`src/hw/rtl/wtp_pkg.sv`:
```
`default_nettype none
// ----------------------------------------------------------------------------
// wtp_pkg
// Shared types and constants of the waypoint time parameterizer.
// ----------------------------------------------------------------------------
package wtp_pkg;
	localparam int unsigned JOINT_COUNT = 6;
	localparam int unsigned POS_W    = 24;
	localparam int unsigned DELTA_W  = 25;
	localparam int unsigned MAG_W    = 24;
	localparam int unsigned REG_W    = 17;
	localparam int unsigned TIME_W   = 32;
	localparam int unsigned VEL_W    = 32;
	localparam int unsigned DIV_W    = 41;
	localparam logic [REG_W-1:0] SCALE_MIN = 17'd3277;
	localparam logic [REG_W-1:0] SCALE_MAX = 17'd65536;
	localparam logic [REG_W-1:0] MIN_STEP_RESET = 17'd1311;
	localparam logic CFG_SCALE   = 1'b0;
	localparam logic CFG_MINSTEP = 1'b1;

	// controller to datapath
	typedef struct packed {
		logic load;      // capture request and compute deltas
		logic first;     // load is for a first point
		logic div_start; // start a division
		logic div_dt;    // division is dt; otherwise velocity of sel joint
		logic find_max;  // fold one joint into max magnitude
		logic set_dt;    // latch dt after its division
		logic store_vel; // latch velocity of sel joint
		logic commit;    // update time and previous positions
	} wtp_cmd_t;

	typedef struct packed {
		logic div_busy;
		logic dt_zero;
	} wtp_stat_t;
endpackage
`default_nettype wire

```
`src/hw/rtl/waypoint_time_parameterizer.sv`:
```
`default_nettype none
// ----------------------------------------------------------------------------
// waypoint_time_parameterizer
// Step time and joint velocities for a stream of waypoints.
// ----------------------------------------------------------------------------
// One waypoint at a time. A first point goes from acceptance through S_VELW,
// where it commits, to its result. Any other point runs a max search over
// the joints, then one shared 41-bit restoring divider, one quotient bit per
// cycle, does the dt division and one division per joint. When dt is zero the
// joint divisions are skipped. The next request is taken in the cycle its
// result is taken, so a stalled result stalls the input.
module waypoint_time_parameterizer import wtp_pkg::*; (
	input  wire logic                clk,
	input  wire logic                arst_n,
	input  wire logic                cfg_valid,
	output logic                     cfg_ready,
	input  wire logic                cfg_index,
	input  wire logic [REG_W-1:0]    cfg_data,
	input  wire logic                in_valid,
	output logic                     in_ready,
	input  wire logic                first_point,
	input  wire logic [POS_W-1:0]    joint_pos_0,
	input  wire logic [POS_W-1:0]    joint_pos_1,
	input  wire logic [POS_W-1:0]    joint_pos_2,
	input  wire logic [POS_W-1:0]    joint_pos_3,
	input  wire logic [POS_W-1:0]    joint_pos_4,
	input  wire logic [POS_W-1:0]    joint_pos_5,
	output logic                     out_valid,
	input  wire logic                out_ready,
	output logic [TIME_W-1:0]        elapsed_time,
	output logic [VEL_W-1:0]         joint_vel_0,
	output logic [VEL_W-1:0]         joint_vel_1,
	output logic [VEL_W-1:0]         joint_vel_2,
	output logic [VEL_W-1:0]         joint_vel_3,
	output logic [VEL_W-1:0]         joint_vel_4,
	output logic [VEL_W-1:0]         joint_vel_5
);
	localparam int unsigned SEL_W = (JOINT_COUNT > 1) ? $clog2(JOINT_COUNT) : 1;
	logic [REG_W-1:0] scale_q, minstep_q;
	logic [JOINT_COUNT-1:0][POS_W-1:0] pos;
	logic [JOINT_COUNT-1:0][VEL_W-1:0] vel;
	wtp_cmd_t cmd;
	wtp_stat_t stat;
	logic [SEL_W-1:0] sel;

	assign cfg_ready = 1'b1;
	always_ff @(posedge clk or negedge arst_n) begin
		if (!arst_n) begin
			scale_q   <= SCALE_MAX;
			minstep_q <= MIN_STEP_RESET;
		end else if (cfg_valid) begin
			unique case (cfg_index)
				CFG_SCALE:   scale_q   <= cfg_data;
				CFG_MINSTEP: minstep_q <= cfg_data;
				default: ;
			endcase
		end
	end

	assign pos = {joint_pos_5, joint_pos_4, joint_pos_3, joint_pos_2,
	              joint_pos_1, joint_pos_0};
	assign joint_vel_0 = vel[0];
	assign joint_vel_1 = vel[1];
	assign joint_vel_2 = vel[2];
	assign joint_vel_3 = vel[3];
	assign joint_vel_4 = vel[4];
	assign joint_vel_5 = vel[5];

	wtp_ctrl #(.NUM_JOINTS(JOINT_COUNT), .SEL_W(SEL_W)) u_ctrl (
		.clk(clk), .arst_n(arst_n), .in_valid(in_valid), .in_first(first_point),
		.in_ready(in_ready), .out_valid(out_valid), .out_ready(out_ready),
		.stat(stat), .cmd(cmd), .sel(sel)
	);

	wtp_datapath #(.NUM_JOINTS(JOINT_COUNT), .SEL_W(SEL_W)) u_dp (
		.clk(clk), .arst_n(arst_n), .cmd(cmd), .sel(sel), .pos(pos),
		.scale_cfg(scale_q), .min_step(minstep_q), .stat(stat),
		.time_q(elapsed_time), .vel_q(vel)
	);
endmodule
`default_nettype wire

```
`src/hw/rtl/wtp_div.sv`:
```
`default_nettype none
// ----------------------------------------------------------------------------
// wtp_div
// Restoring divider, one quotient bit per cycle.
// ----------------------------------------------------------------------------
module wtp_div import wtp_pkg::*; (
	input  wire logic              clk,
	input  wire logic              arst_n,
	input  wire logic              start,
	input  wire logic [DIV_W-1:0]  num,
	input  wire logic [TIME_W-1:0] den,
	output logic                   busy,
	output logic [DIV_W-1:0]       quo
);
	localparam int unsigned CNT_W = $clog2(DIV_W + 1);
	logic [CNT_W-1:0]  cnt_q;
	logic [DIV_W-1:0]  n_q;
	logic [TIME_W-1:0] d_q;
	logic [TIME_W-1:0] rem_q;
	logic [TIME_W:0]   trial;
	logic [TIME_W:0]   diff;

	// rem < den, so trial - den always fits a 33-bit signed value
	assign trial = {rem_q, n_q[DIV_W-1]};
	assign diff  = trial - {1'b0, d_q};
	assign busy  = (cnt_q != '0);

	always_ff @(posedge clk or negedge arst_n) begin
		if (!arst_n) begin
			cnt_q <= '0;
		end else if (start) begin
			cnt_q <= CNT_W'(DIV_W);
		end else if (busy) begin
			cnt_q <= cnt_q - 1'b1;
		end
	end

	always_ff @(posedge clk) begin
		if (start) begin
			n_q   <= num;
			d_q   <= den;
			rem_q <= '0;
			quo   <= '0;
		end else if (busy) begin
			n_q <= {n_q[DIV_W-2:0], 1'b0};
			if (!diff[TIME_W]) begin
				rem_q <= diff[TIME_W-1:0];
				quo   <= {quo[DIV_W-2:0], 1'b1};
			end else begin
				rem_q <= trial[TIME_W-1:0];
				quo   <= {quo[DIV_W-2:0], 1'b0};
			end
		end
	end
endmodule
`default_nettype wire

```
`src/hw/rtl/wtp_datapath.sv`:
```
`default_nettype none
// ----------------------------------------------------------------------------
// wtp_datapath
// Deltas, max magnitude, dt, time accumulation and velocity saturation.
// ----------------------------------------------------------------------------
module wtp_datapath import wtp_pkg::*; #(
	parameter int unsigned NUM_JOINTS = 6,
	parameter int unsigned SEL_W = 3
) (
	input  wire logic                            clk,
	input  wire logic                            arst_n,
	input  wire wtp_cmd_t                        cmd,
	input  wire logic [SEL_W-1:0]                sel,
	input  wire logic [NUM_JOINTS-1:0][POS_W-1:0] pos,
	input  wire logic [REG_W-1:0]                scale_cfg,
	input  wire logic [REG_W-1:0]                min_step,
	output wtp_stat_t                            stat,
	output logic [TIME_W-1:0]                    time_q,
	output logic [NUM_JOINTS-1:0][VEL_W-1:0]     vel_q
);
	logic [NUM_JOINTS-1:0][POS_W-1:0]   prev_q;
	logic [NUM_JOINTS-1:0][POS_W-1:0]   cur_q;
	logic [NUM_JOINTS-1:0][DELTA_W-1:0] delta_q;
	logic [TIME_W-1:0]                  prev_time_q;
	logic [MAG_W-1:0]                   max_q;
	logic [TIME_W-1:0]                  dt_q;
	logic [REG_W-1:0]                   scale;
	logic [DIV_W-1:0]                   num, quo;
	logic [TIME_W-1:0]                  den;
	logic [DELTA_W-1:0]                 dsel;
	logic [MAG_W-1:0]                   mag;
	logic                               busy;
	logic [TIME_W:0]                    tsum;
	logic [TIME_W-1:0]                  tnext;

	always_comb begin
		if (scale_cfg < SCALE_MIN) scale = SCALE_MIN;
		else if (scale_cfg > SCALE_MAX) scale = SCALE_MAX;
		else scale = scale_cfg;
	end

	assign dsel = delta_q[sel];
	assign mag  = dsel[DELTA_W-1] ? MAG_W'(-dsel) : dsel[MAG_W-1:0];

	always_comb begin
		if (cmd.div_dt) begin
			den = TIME_W'(scale);
			num = {1'b0, max_q, 16'd0} + DIV_W'(scale >> 1);
		end else begin
			den = dt_q;
			num = {1'b0, mag, 16'd0} + DIV_W'(dt_q >> 1);
		end
	end

	wtp_div u_div (
		.clk(clk), .arst_n(arst_n), .start(cmd.div_start),
		.num(num), .den(den), .busy(busy), .quo(quo)
	);

	assign stat.div_busy = busy;
	assign stat.dt_zero  = (dt_q == '0);
	assign tsum  = {1'b0, prev_time_q} + {1'b0, dt_q};
	assign tnext = tsum[TIME_W] ? '1 : tsum[TIME_W-1:0];

	always_ff @(posedge clk or negedge arst_n) begin
		if (!arst_n) begin
			prev_q      <= '0;
			prev_time_q <= '0;
		end else if (cmd.commit) begin
			prev_q      <= cur_q;
			prev_time_q <= cmd.first ? '0 : tnext;
		end
	end

	always_ff @(posedge clk) begin
		if (cmd.load) begin
			cur_q <= pos;
			max_q <= '0;
			for (int j = 0; j < NUM_JOINTS; j++) begin
				delta_q[j] <= DELTA_W'($signed(pos[j])) - DELTA_W'($signed(prev_q[j]));
			end
			if (cmd.first) begin
				time_q <= '0;
				vel_q  <= '0;
			end
		end
		if (cmd.find_max && mag > max_q) max_q <= mag;
		if (cmd.set_dt) begin
			if (quo[DIV_W-1:TIME_W] == '0 && quo[TIME_W-1:0] >= TIME_W'(min_step))
				dt_q <= quo[TIME_W-1:0];
			else if (quo[DIV_W-1:TIME_W] != '0)
				dt_q <= '1;
			else
				dt_q <= TIME_W'(min_step);
		end
		if (cmd.commit && !cmd.first) begin
			time_q <= tnext;
		end
		if (cmd.store_vel) begin
			if (dt_q == '0) begin
				vel_q[sel] <= '0;
			end else if (dsel[DELTA_W-1]) begin
				vel_q[sel] <= (quo > DIV_W'(33'h80000000)) ? 32'h80000000
				            : VEL_W'(-quo[VEL_W-1:0]);
			end else begin
				vel_q[sel] <= (quo > DIV_W'(32'h7FFFFFFF)) ? 32'h7FFFFFFF
				            : quo[VEL_W-1:0];
			end
		end
	end
endmodule
`default_nettype wire

```
`src/hw/rtl/wtp_ctrl.sv`:
```
`default_nettype none
// ----------------------------------------------------------------------------
// wtp_ctrl
// Sequencer: load, max search, dt division, per-joint velocity divisions.
// ----------------------------------------------------------------------------
module wtp_ctrl import wtp_pkg::*; #(
	parameter int unsigned NUM_JOINTS = 6,
	parameter int unsigned SEL_W = 3
) (
	input  wire logic             clk,
	input  wire logic             arst_n,
	input  wire logic             in_valid,
	input  wire logic             in_first,
	output logic                  in_ready,
	output logic                  out_valid,
	input  wire logic             out_ready,
	input  wire wtp_stat_t        stat,
	output wtp_cmd_t              cmd,
	output logic [SEL_W-1:0]      sel
);
	typedef enum logic [2:0] {
		S_IDLE, S_MAX, S_DT, S_DTW, S_VEL, S_VELW, S_OUT
	} state_t;
	state_t state_q;
	logic [SEL_W-1:0] sel_q;
	logic first_q;
	logic last;

	assign sel = sel_q;
	assign last = (sel_q == SEL_W'(NUM_JOINTS - 1));
	assign in_ready  = (state_q == S_IDLE) || (state_q == S_OUT && out_ready);
	assign out_valid = (state_q == S_OUT);

	always_comb begin
		cmd = '0;
		cmd.first = first_q;
		unique case (state_q)
			S_IDLE, S_OUT: begin
				cmd.load  = in_valid && in_ready;
				cmd.first = in_first;
			end
			S_MAX: cmd.find_max = 1'b1;
			S_DT: begin
				cmd.div_start = 1'b1;
				cmd.div_dt    = 1'b1;
			end
			S_DTW: begin
				cmd.div_dt = 1'b1;
				cmd.set_dt = !stat.div_busy;
			end
			S_VEL: cmd.div_start = !stat.dt_zero;
			S_VELW: begin
				// a first point keeps the zero velocities from its load
				cmd.store_vel = !stat.div_busy && !first_q;
				cmd.commit    = !stat.div_busy && last;
			end
			default: ;
		endcase
	end

	always_ff @(posedge clk or negedge arst_n) begin
		if (!arst_n) begin
			state_q <= S_IDLE;
			sel_q   <= '0;
			first_q <= 1'b0;
		end else begin
			unique case (state_q)
				S_IDLE, S_OUT: begin
					if (in_valid && in_ready) begin
						first_q <= in_first;
						sel_q   <= in_first ? SEL_W'(NUM_JOINTS - 1) : '0;
						state_q <= in_first ? S_VELW : S_MAX;
					end else if (state_q == S_OUT && out_ready) begin
						state_q <= S_IDLE;
					end
				end
				S_MAX: begin
					if (last) begin
						state_q <= S_DT;
						sel_q   <= '0;
					end else begin
						sel_q <= sel_q + 1'b1;
					end
				end
				S_DT:  state_q <= S_DTW;
				S_DTW: if (!stat.div_busy) state_q <= S_VEL;
				S_VEL: state_q <= S_VELW;
				S_VELW: begin
					if (!stat.div_busy) begin
						if (last) begin
							state_q <= S_OUT;
						end else begin
							sel_q   <= sel_q + 1'b1;
							state_q <= S_VEL;
						end
					end
				end
				default: state_q <= S_IDLE;
			endcase
		end
	end

	a_no_accept_busy: assert property (@(posedge clk) disable iff (!arst_n)
		(state_q == S_MAX || state_q == S_DTW || state_q == S_VELW) |-> !in_ready)
		else $error("accept while busy");
	a_out_hold: assert property (@(posedge clk) disable iff (!arst_n)
		(out_valid && !out_ready) |=> out_valid)
		else $error("result dropped");
	a_dt_start: assert property (@(posedge clk) disable iff (!arst_n)
		(state_q == S_DT) |=> stat.div_busy)
		else $error("divider did not start");
endmodule
`default_nettype wire
```
`config.mk`:
```
export PLATFORM = sky130hd
export DESIGN_NAME = waypoint_time_parameterizer
export DESIGN_NICKNAME = d
export VERILOG_FILES = /design/src/hw/rtl/wtp_pkg.sv /design/src/hw/rtl/waypoint_time_parameterizer.sv /design/src/hw/rtl/wtp_div.sv /design/src/hw/rtl/wtp_datapath.sv /design/src/hw/rtl/wtp_ctrl.sv
export SDC_FILE = /design/constraint.sdc
export NUM_CORES = 2
export LEC_CHECK = 0
export BUFFER_PORTS_ARGS = -buffer_cell sky130_fd_sc_hd__buf_2
export CORE_MARGIN = 2
export CORE_UTILIZATION = 61
export DETAILED_ROUTE_END_ITERATION = 8
export PLACE_DENSITY = 0.81
export SLEW_MARGIN = 20
export SYNTH_ARGS = -nofsm -noshare
export SYNTH_HDL_FRONTEND = slang
export SYNTH_SLANG_ARGS = --single-unit
```
`constraint.sdc`:
```
create_clock -name clk -period 15.1 [get_ports clk]
set_clock_uncertainty 0.2 [all_clocks]
set_input_delay 0.755 -clock clk [delete_from_list [all_inputs] [get_ports clk]]
set_output_delay 0.755 -clock clk [all_outputs]
set_load 0.005 [all_outputs]
```
==> reports/results.tsv <==
stage	metric	value	unit
clock_network	cts_buffers	97	
critical_path	r2r-end	u_dp.u_div.n_q[34]	
timing	drv_slew	0	
synthesis	syn_nets	5174	
cells_and_area	nNetsFinal	5485	
timing	min_period_over_period	46.8	%
synthesis	synth_top_area_share	28.8	%
floorplanning	core	77200	um^2
job	max_cap_viol_count	0	
synthesis	synth-seq-cells	943	
global_routing	grt_pass1_wl	194	mm
clock_network	cts_tree	built	
synthesis	yosys-top-cells-area	edfxtp_1, dfrtp_1, dfxtp_1	
critical_path	r2r_start	u_ctrl.sel[0]	
floorplanning	die_y	283	um
critical_path	r2r_slack	8.03	ns
power_and_ir_drop	power_density	216	nW/um^2
floorplanning	die_width	283	um
floorplanning	start_util	61.4	%
cells_and_area	mostFrequentLayoutCell	nand2_1	
timing	fmax	141	MHz
critical_path	r2r_cells	19	
route	drt-pass1-iter-count	6	
synthesis	yosysUniqueCellTypes	94	
cells_and_area	final_util	69.3	%
clock_network	postCtsSetupBuffers	0	
critical_path	critPathArrivalTime	7.27	ns
min_path	worstHoldEndpoint	u_dp.cur_q[47]	
clock_network	clkLatencyLatePin	0.68	ns
synthesis	yosysSeqAreaShare	51.8	%
power_and_ir_drop	switchingPower	0.00480	W
route	drc_errors	0	
critical_path	path_max_fanout	63	
min_path	hold_path.class	input port to flip-flop	
power_and_ir_drop	p_leak	22.6	nW
route	ant_nets	0	
power_and_ir_drop	p_comb_share	45.5	%
timing	tns	0	ns
global_routing	grt_pass1_vias	34900	
power_and_ir_drop	clockPowerShare	21.4	%
timing	rsz0062_at_grt	no	
critical_path	cp.buffers_inverters	2	
clock_network	cts_hold_buf	1	
power_and_ir_drop	intPower	0.00676	W
cells_and_area	syn_to_final_growth	13.0	%
status	outcome	finished clean	
floorplanning	ios	395	
critical_path	critPathMaxStageDelay	0.79	ns
placement	dp_hpwl	90.9	mm
cells_and_area	final_layout_size_suffix_gt1_share	13.8	%
power_and_ir_drop	seq_power_share	33.1	%
synthesis	synth_edf_count	455	
power_and_ir_drop	total_power	0.0116	W
synthesis	synth_async_sr_flop_share	23.6	%
route	drtIter0Drc	3681	
cells_and_area	layout_common_cells	nand2_1, o21ai_0, edfxtp_1, buf_2, a21oi_1	
timing	setup-violations-final	0	
critical_path	required	15.30	ns
placement	place.gp.congestion	0.923	
synthesis	synth_top_area_cell	edfxtp_1	
min_path	min_path_cells	1	
timing	hold_viol	0	
critical_path	worstSetupEndpointType	flip-flop	
critical_path	path_class	flip-flop to flip-flop	
route	vias	37243	
synthesis	yosysWarnings	0	
clock_network	cts.sink_count	943	
global_routing	antenna_found_initial	13	
critical_path	cp_slowest_cell	a222oi_1	
critical_path	critPathTopFamily	compound AO/OA/AOI/OAI gates	
timing	worst_pin_slew	1.30	ns
clock_network	clockRootBuffer	clkbuf_16	
critical_path	crit_chain	buf_4, nor2b_1, o2bb2ai_1, a222oi_1, ha_1, nand2_1, o21ai_0, fa_1, a21o_1, a21o_1, a2111oi_0, nor3_1, a2111oi_0, a21oi_1, a311oi_1, inv_1, nand3_1, xnor2_1, o211ai_1	
synthesis	avgSynthCellArea	10.0	um^2
route	post_drt_wl_per_cell	20.8	um
global_routing	overflow	0	
synthesis	yosys_most_used_dff	edfxtp_1	
cells_and_area	fill_cells	5609	
timing	slew_headroom	12.2	%
synthesis	netlist_area	47400	um^2
clock_network	clkTransAtPathRegs	0.07	ns
floorplanning	fp.dieArea	79900	um^2
route	routed_wl	128	mm
clock_network	clk_path_buf_depth	3	
global_routing	grtUsageTotal	31.3	%
min_path	min_from	joint_pos_1[23]	
power_and_ir_drop	ir_drop	0.000212	V
route	avgViaCountPerCell	6.03	
synthesis	netlist_instances	4727	
global_routing	grt_max_degree	283	
power_and_ir_drop	p_sw_share	41.5	%
floorplanning	rows	102	
placement	port-buffer-count	393	
clock_network	h-tree-depth	3	
timing	fin_crit	7.07	ns
clock_network	cts_resized	0	
critical_path	start_kind	flip-flop	
==> power groups by stage <==
stage	registers (W)	logic [W]	clock network, W
2_1_floorplan	0.00376	0.00357	0
3_3_place_gp	0.00383	0.00499	0
3_5_place_dp	0.00385	0.00512	0
4_1_cts	0.00381	0.00517	0.00249
5_1_grt	0.00388	0.00576	0.00259
6_report	0.00383	0.00526	0.00247
==> worst max path at each step <==
| stage | from | endpoint | depth (start not counted) |
|---|---|---|---|
| 6_report | u_ctrl.sel[0] | u_dp.u_div.n_q[34] | 19 |
| 5_1_grt | u_ctrl.sel[0] | u_dp.u_div.n_q[37] | 19 |
| 4_1_cts | u_ctrl.sel[0] | u_dp.max_q[1] | 23 |
| 3_5_place_dp | u_ctrl.sel[0] | u_dp.max_q[1] | 23 |
| 3_3_place_gp | u_ctrl.sel[0] | u_dp.max_q[1] | 22 |
| 2_1_floorplan | out_ready | u_dp.time_q[0] | 8 |
==> layer usage <==
| metal | share of wire, % | track usage, % | routed length, um |
|---|---|---|---|
| met1 | 41 | 42.5 | 52600 |
| met2 | 47 | 50.1 | 60500 |
| met3 | 7.2 | 4.42 | 9210 |
| met4 | 4.7 | 14.4 | 6060 |
| met5 | 0.0078 | 0 | 10 |
==> synthesized netlist by cell type (38+ instances only) <==
| library cell | count |
|---|---|
| nor3_1 | 58 |
| dfxtp_1 | 265 |
| o21ai_0 | 487 |
| ha_1 | 270 |
| a21oi_1 | 319 |
| dfrtp_1 | 215 |
| o211ai_1 | 38 |
| nand3_1 | 184 |
| mux2_2 | 64 |
| nor2_1 | 247 |
| nand2b_1 | 60 |
| nand2_1 | 560 |
| nor2b_1 | 63 |
| xor2_1 | 64 |
| xnor2_1 | 135 |
| a21o_1 | 109 |
| and2_1 | 39 |
| inv_1 | 309 |
| edfxtp_1 | 455 |
| clkbuf_1 | 185 |
| a31oi_1 | 42 |
| mux2i_1 | 56 |
==> logic make-up after synthesis <==
logic type      share of synthesized area (%)
compound gates                           16.3
xor+xnor                                 3.71
fa+ha+maj                                7.51
buf+inv                                  4.30
flops                                    51.8
mux                                      2.78
other cells                           0.00792
simple gates                             13.5
==> registers in the layout (all words and copies together), names as in the netlist, 3 cells and up <==
| name | cells |
|---|---|
| u_dp.vel_q | 192 |
| u_dp.delta_q | 150 |
| u_dp.cur_q | 144 |
| u_dp.prev_q | 144 |
| u_dp.u_div.n_q | 41 |
| u_dp.u_div.quo | 41 |
| u_dp.dt_q | 32 |
| u_dp.prev_time_q | 32 |
| u_dp.time_q | 32 |
| u_dp.u_div.d_q | 32 |
| u_dp.u_div.rem_q | 32 |
| u_dp.max_q | 24 |
| minstep_q | 17 |
| scale_q | 17 |
| u_dp.u_div.cnt_q | 6 |
| u_ctrl.sel | 3 |
| u_ctrl.state_q | 3 |
==> metrics by stage <==
stage	hold slack (ns)	instances	worst slack, ns	instance area [um^2]
2_1_floorplan	0.215	4727	2.70	47400
3_3_place_gp	0.219	5977	8.20	50100
3_5_place_dp	0.236	5977	7.96	50100
4_1_cts	0.0385	6159	7.93	53400
5_1_grt	0.0460	6171	7.53	53500
6_report	0.0708	6179	8.03	53500
==> layout make-up <==
class / count / area, um^2 / area share, %
inverters: 311 / 1170 / 2.19
clock inverters: 56 / 692 / 1.29
repair buffers: 428 / 2290 / 4.28
flip-flops and latches: 943 / 24600 / 45.9
clock buffers: 125 / 2580 / 4.83
diodes: 19 / 47.5 / 0.0888
multi-input cells: 3257 / 20900 / 39.0
well taps: 1040 / 1300 / 2.43
==> worst register-to-register path: stages (launching register included) <==
cell and delay (ns):
dfrtp_2 0.34, buf_4 0.60, nor2b_1 0.34, o2bb2ai_1 0.21, a222oi_1 0.79, ha_1 0.38, nand2_1 0.05, o21ai_0 0.27
fa_1 0.55, a21o_1 0.19, a21o_1 0.21, a2111oi_0 0.65, nor3_1 0.16, a2111oi_0 0.42, a21oi_1 0.18, a311oi_1 0.69
inv_1 0.22, nand3_1 0.15, xnor2_1 0.13, o211ai_1 0.09
Power figures use the tool's default switching activity.
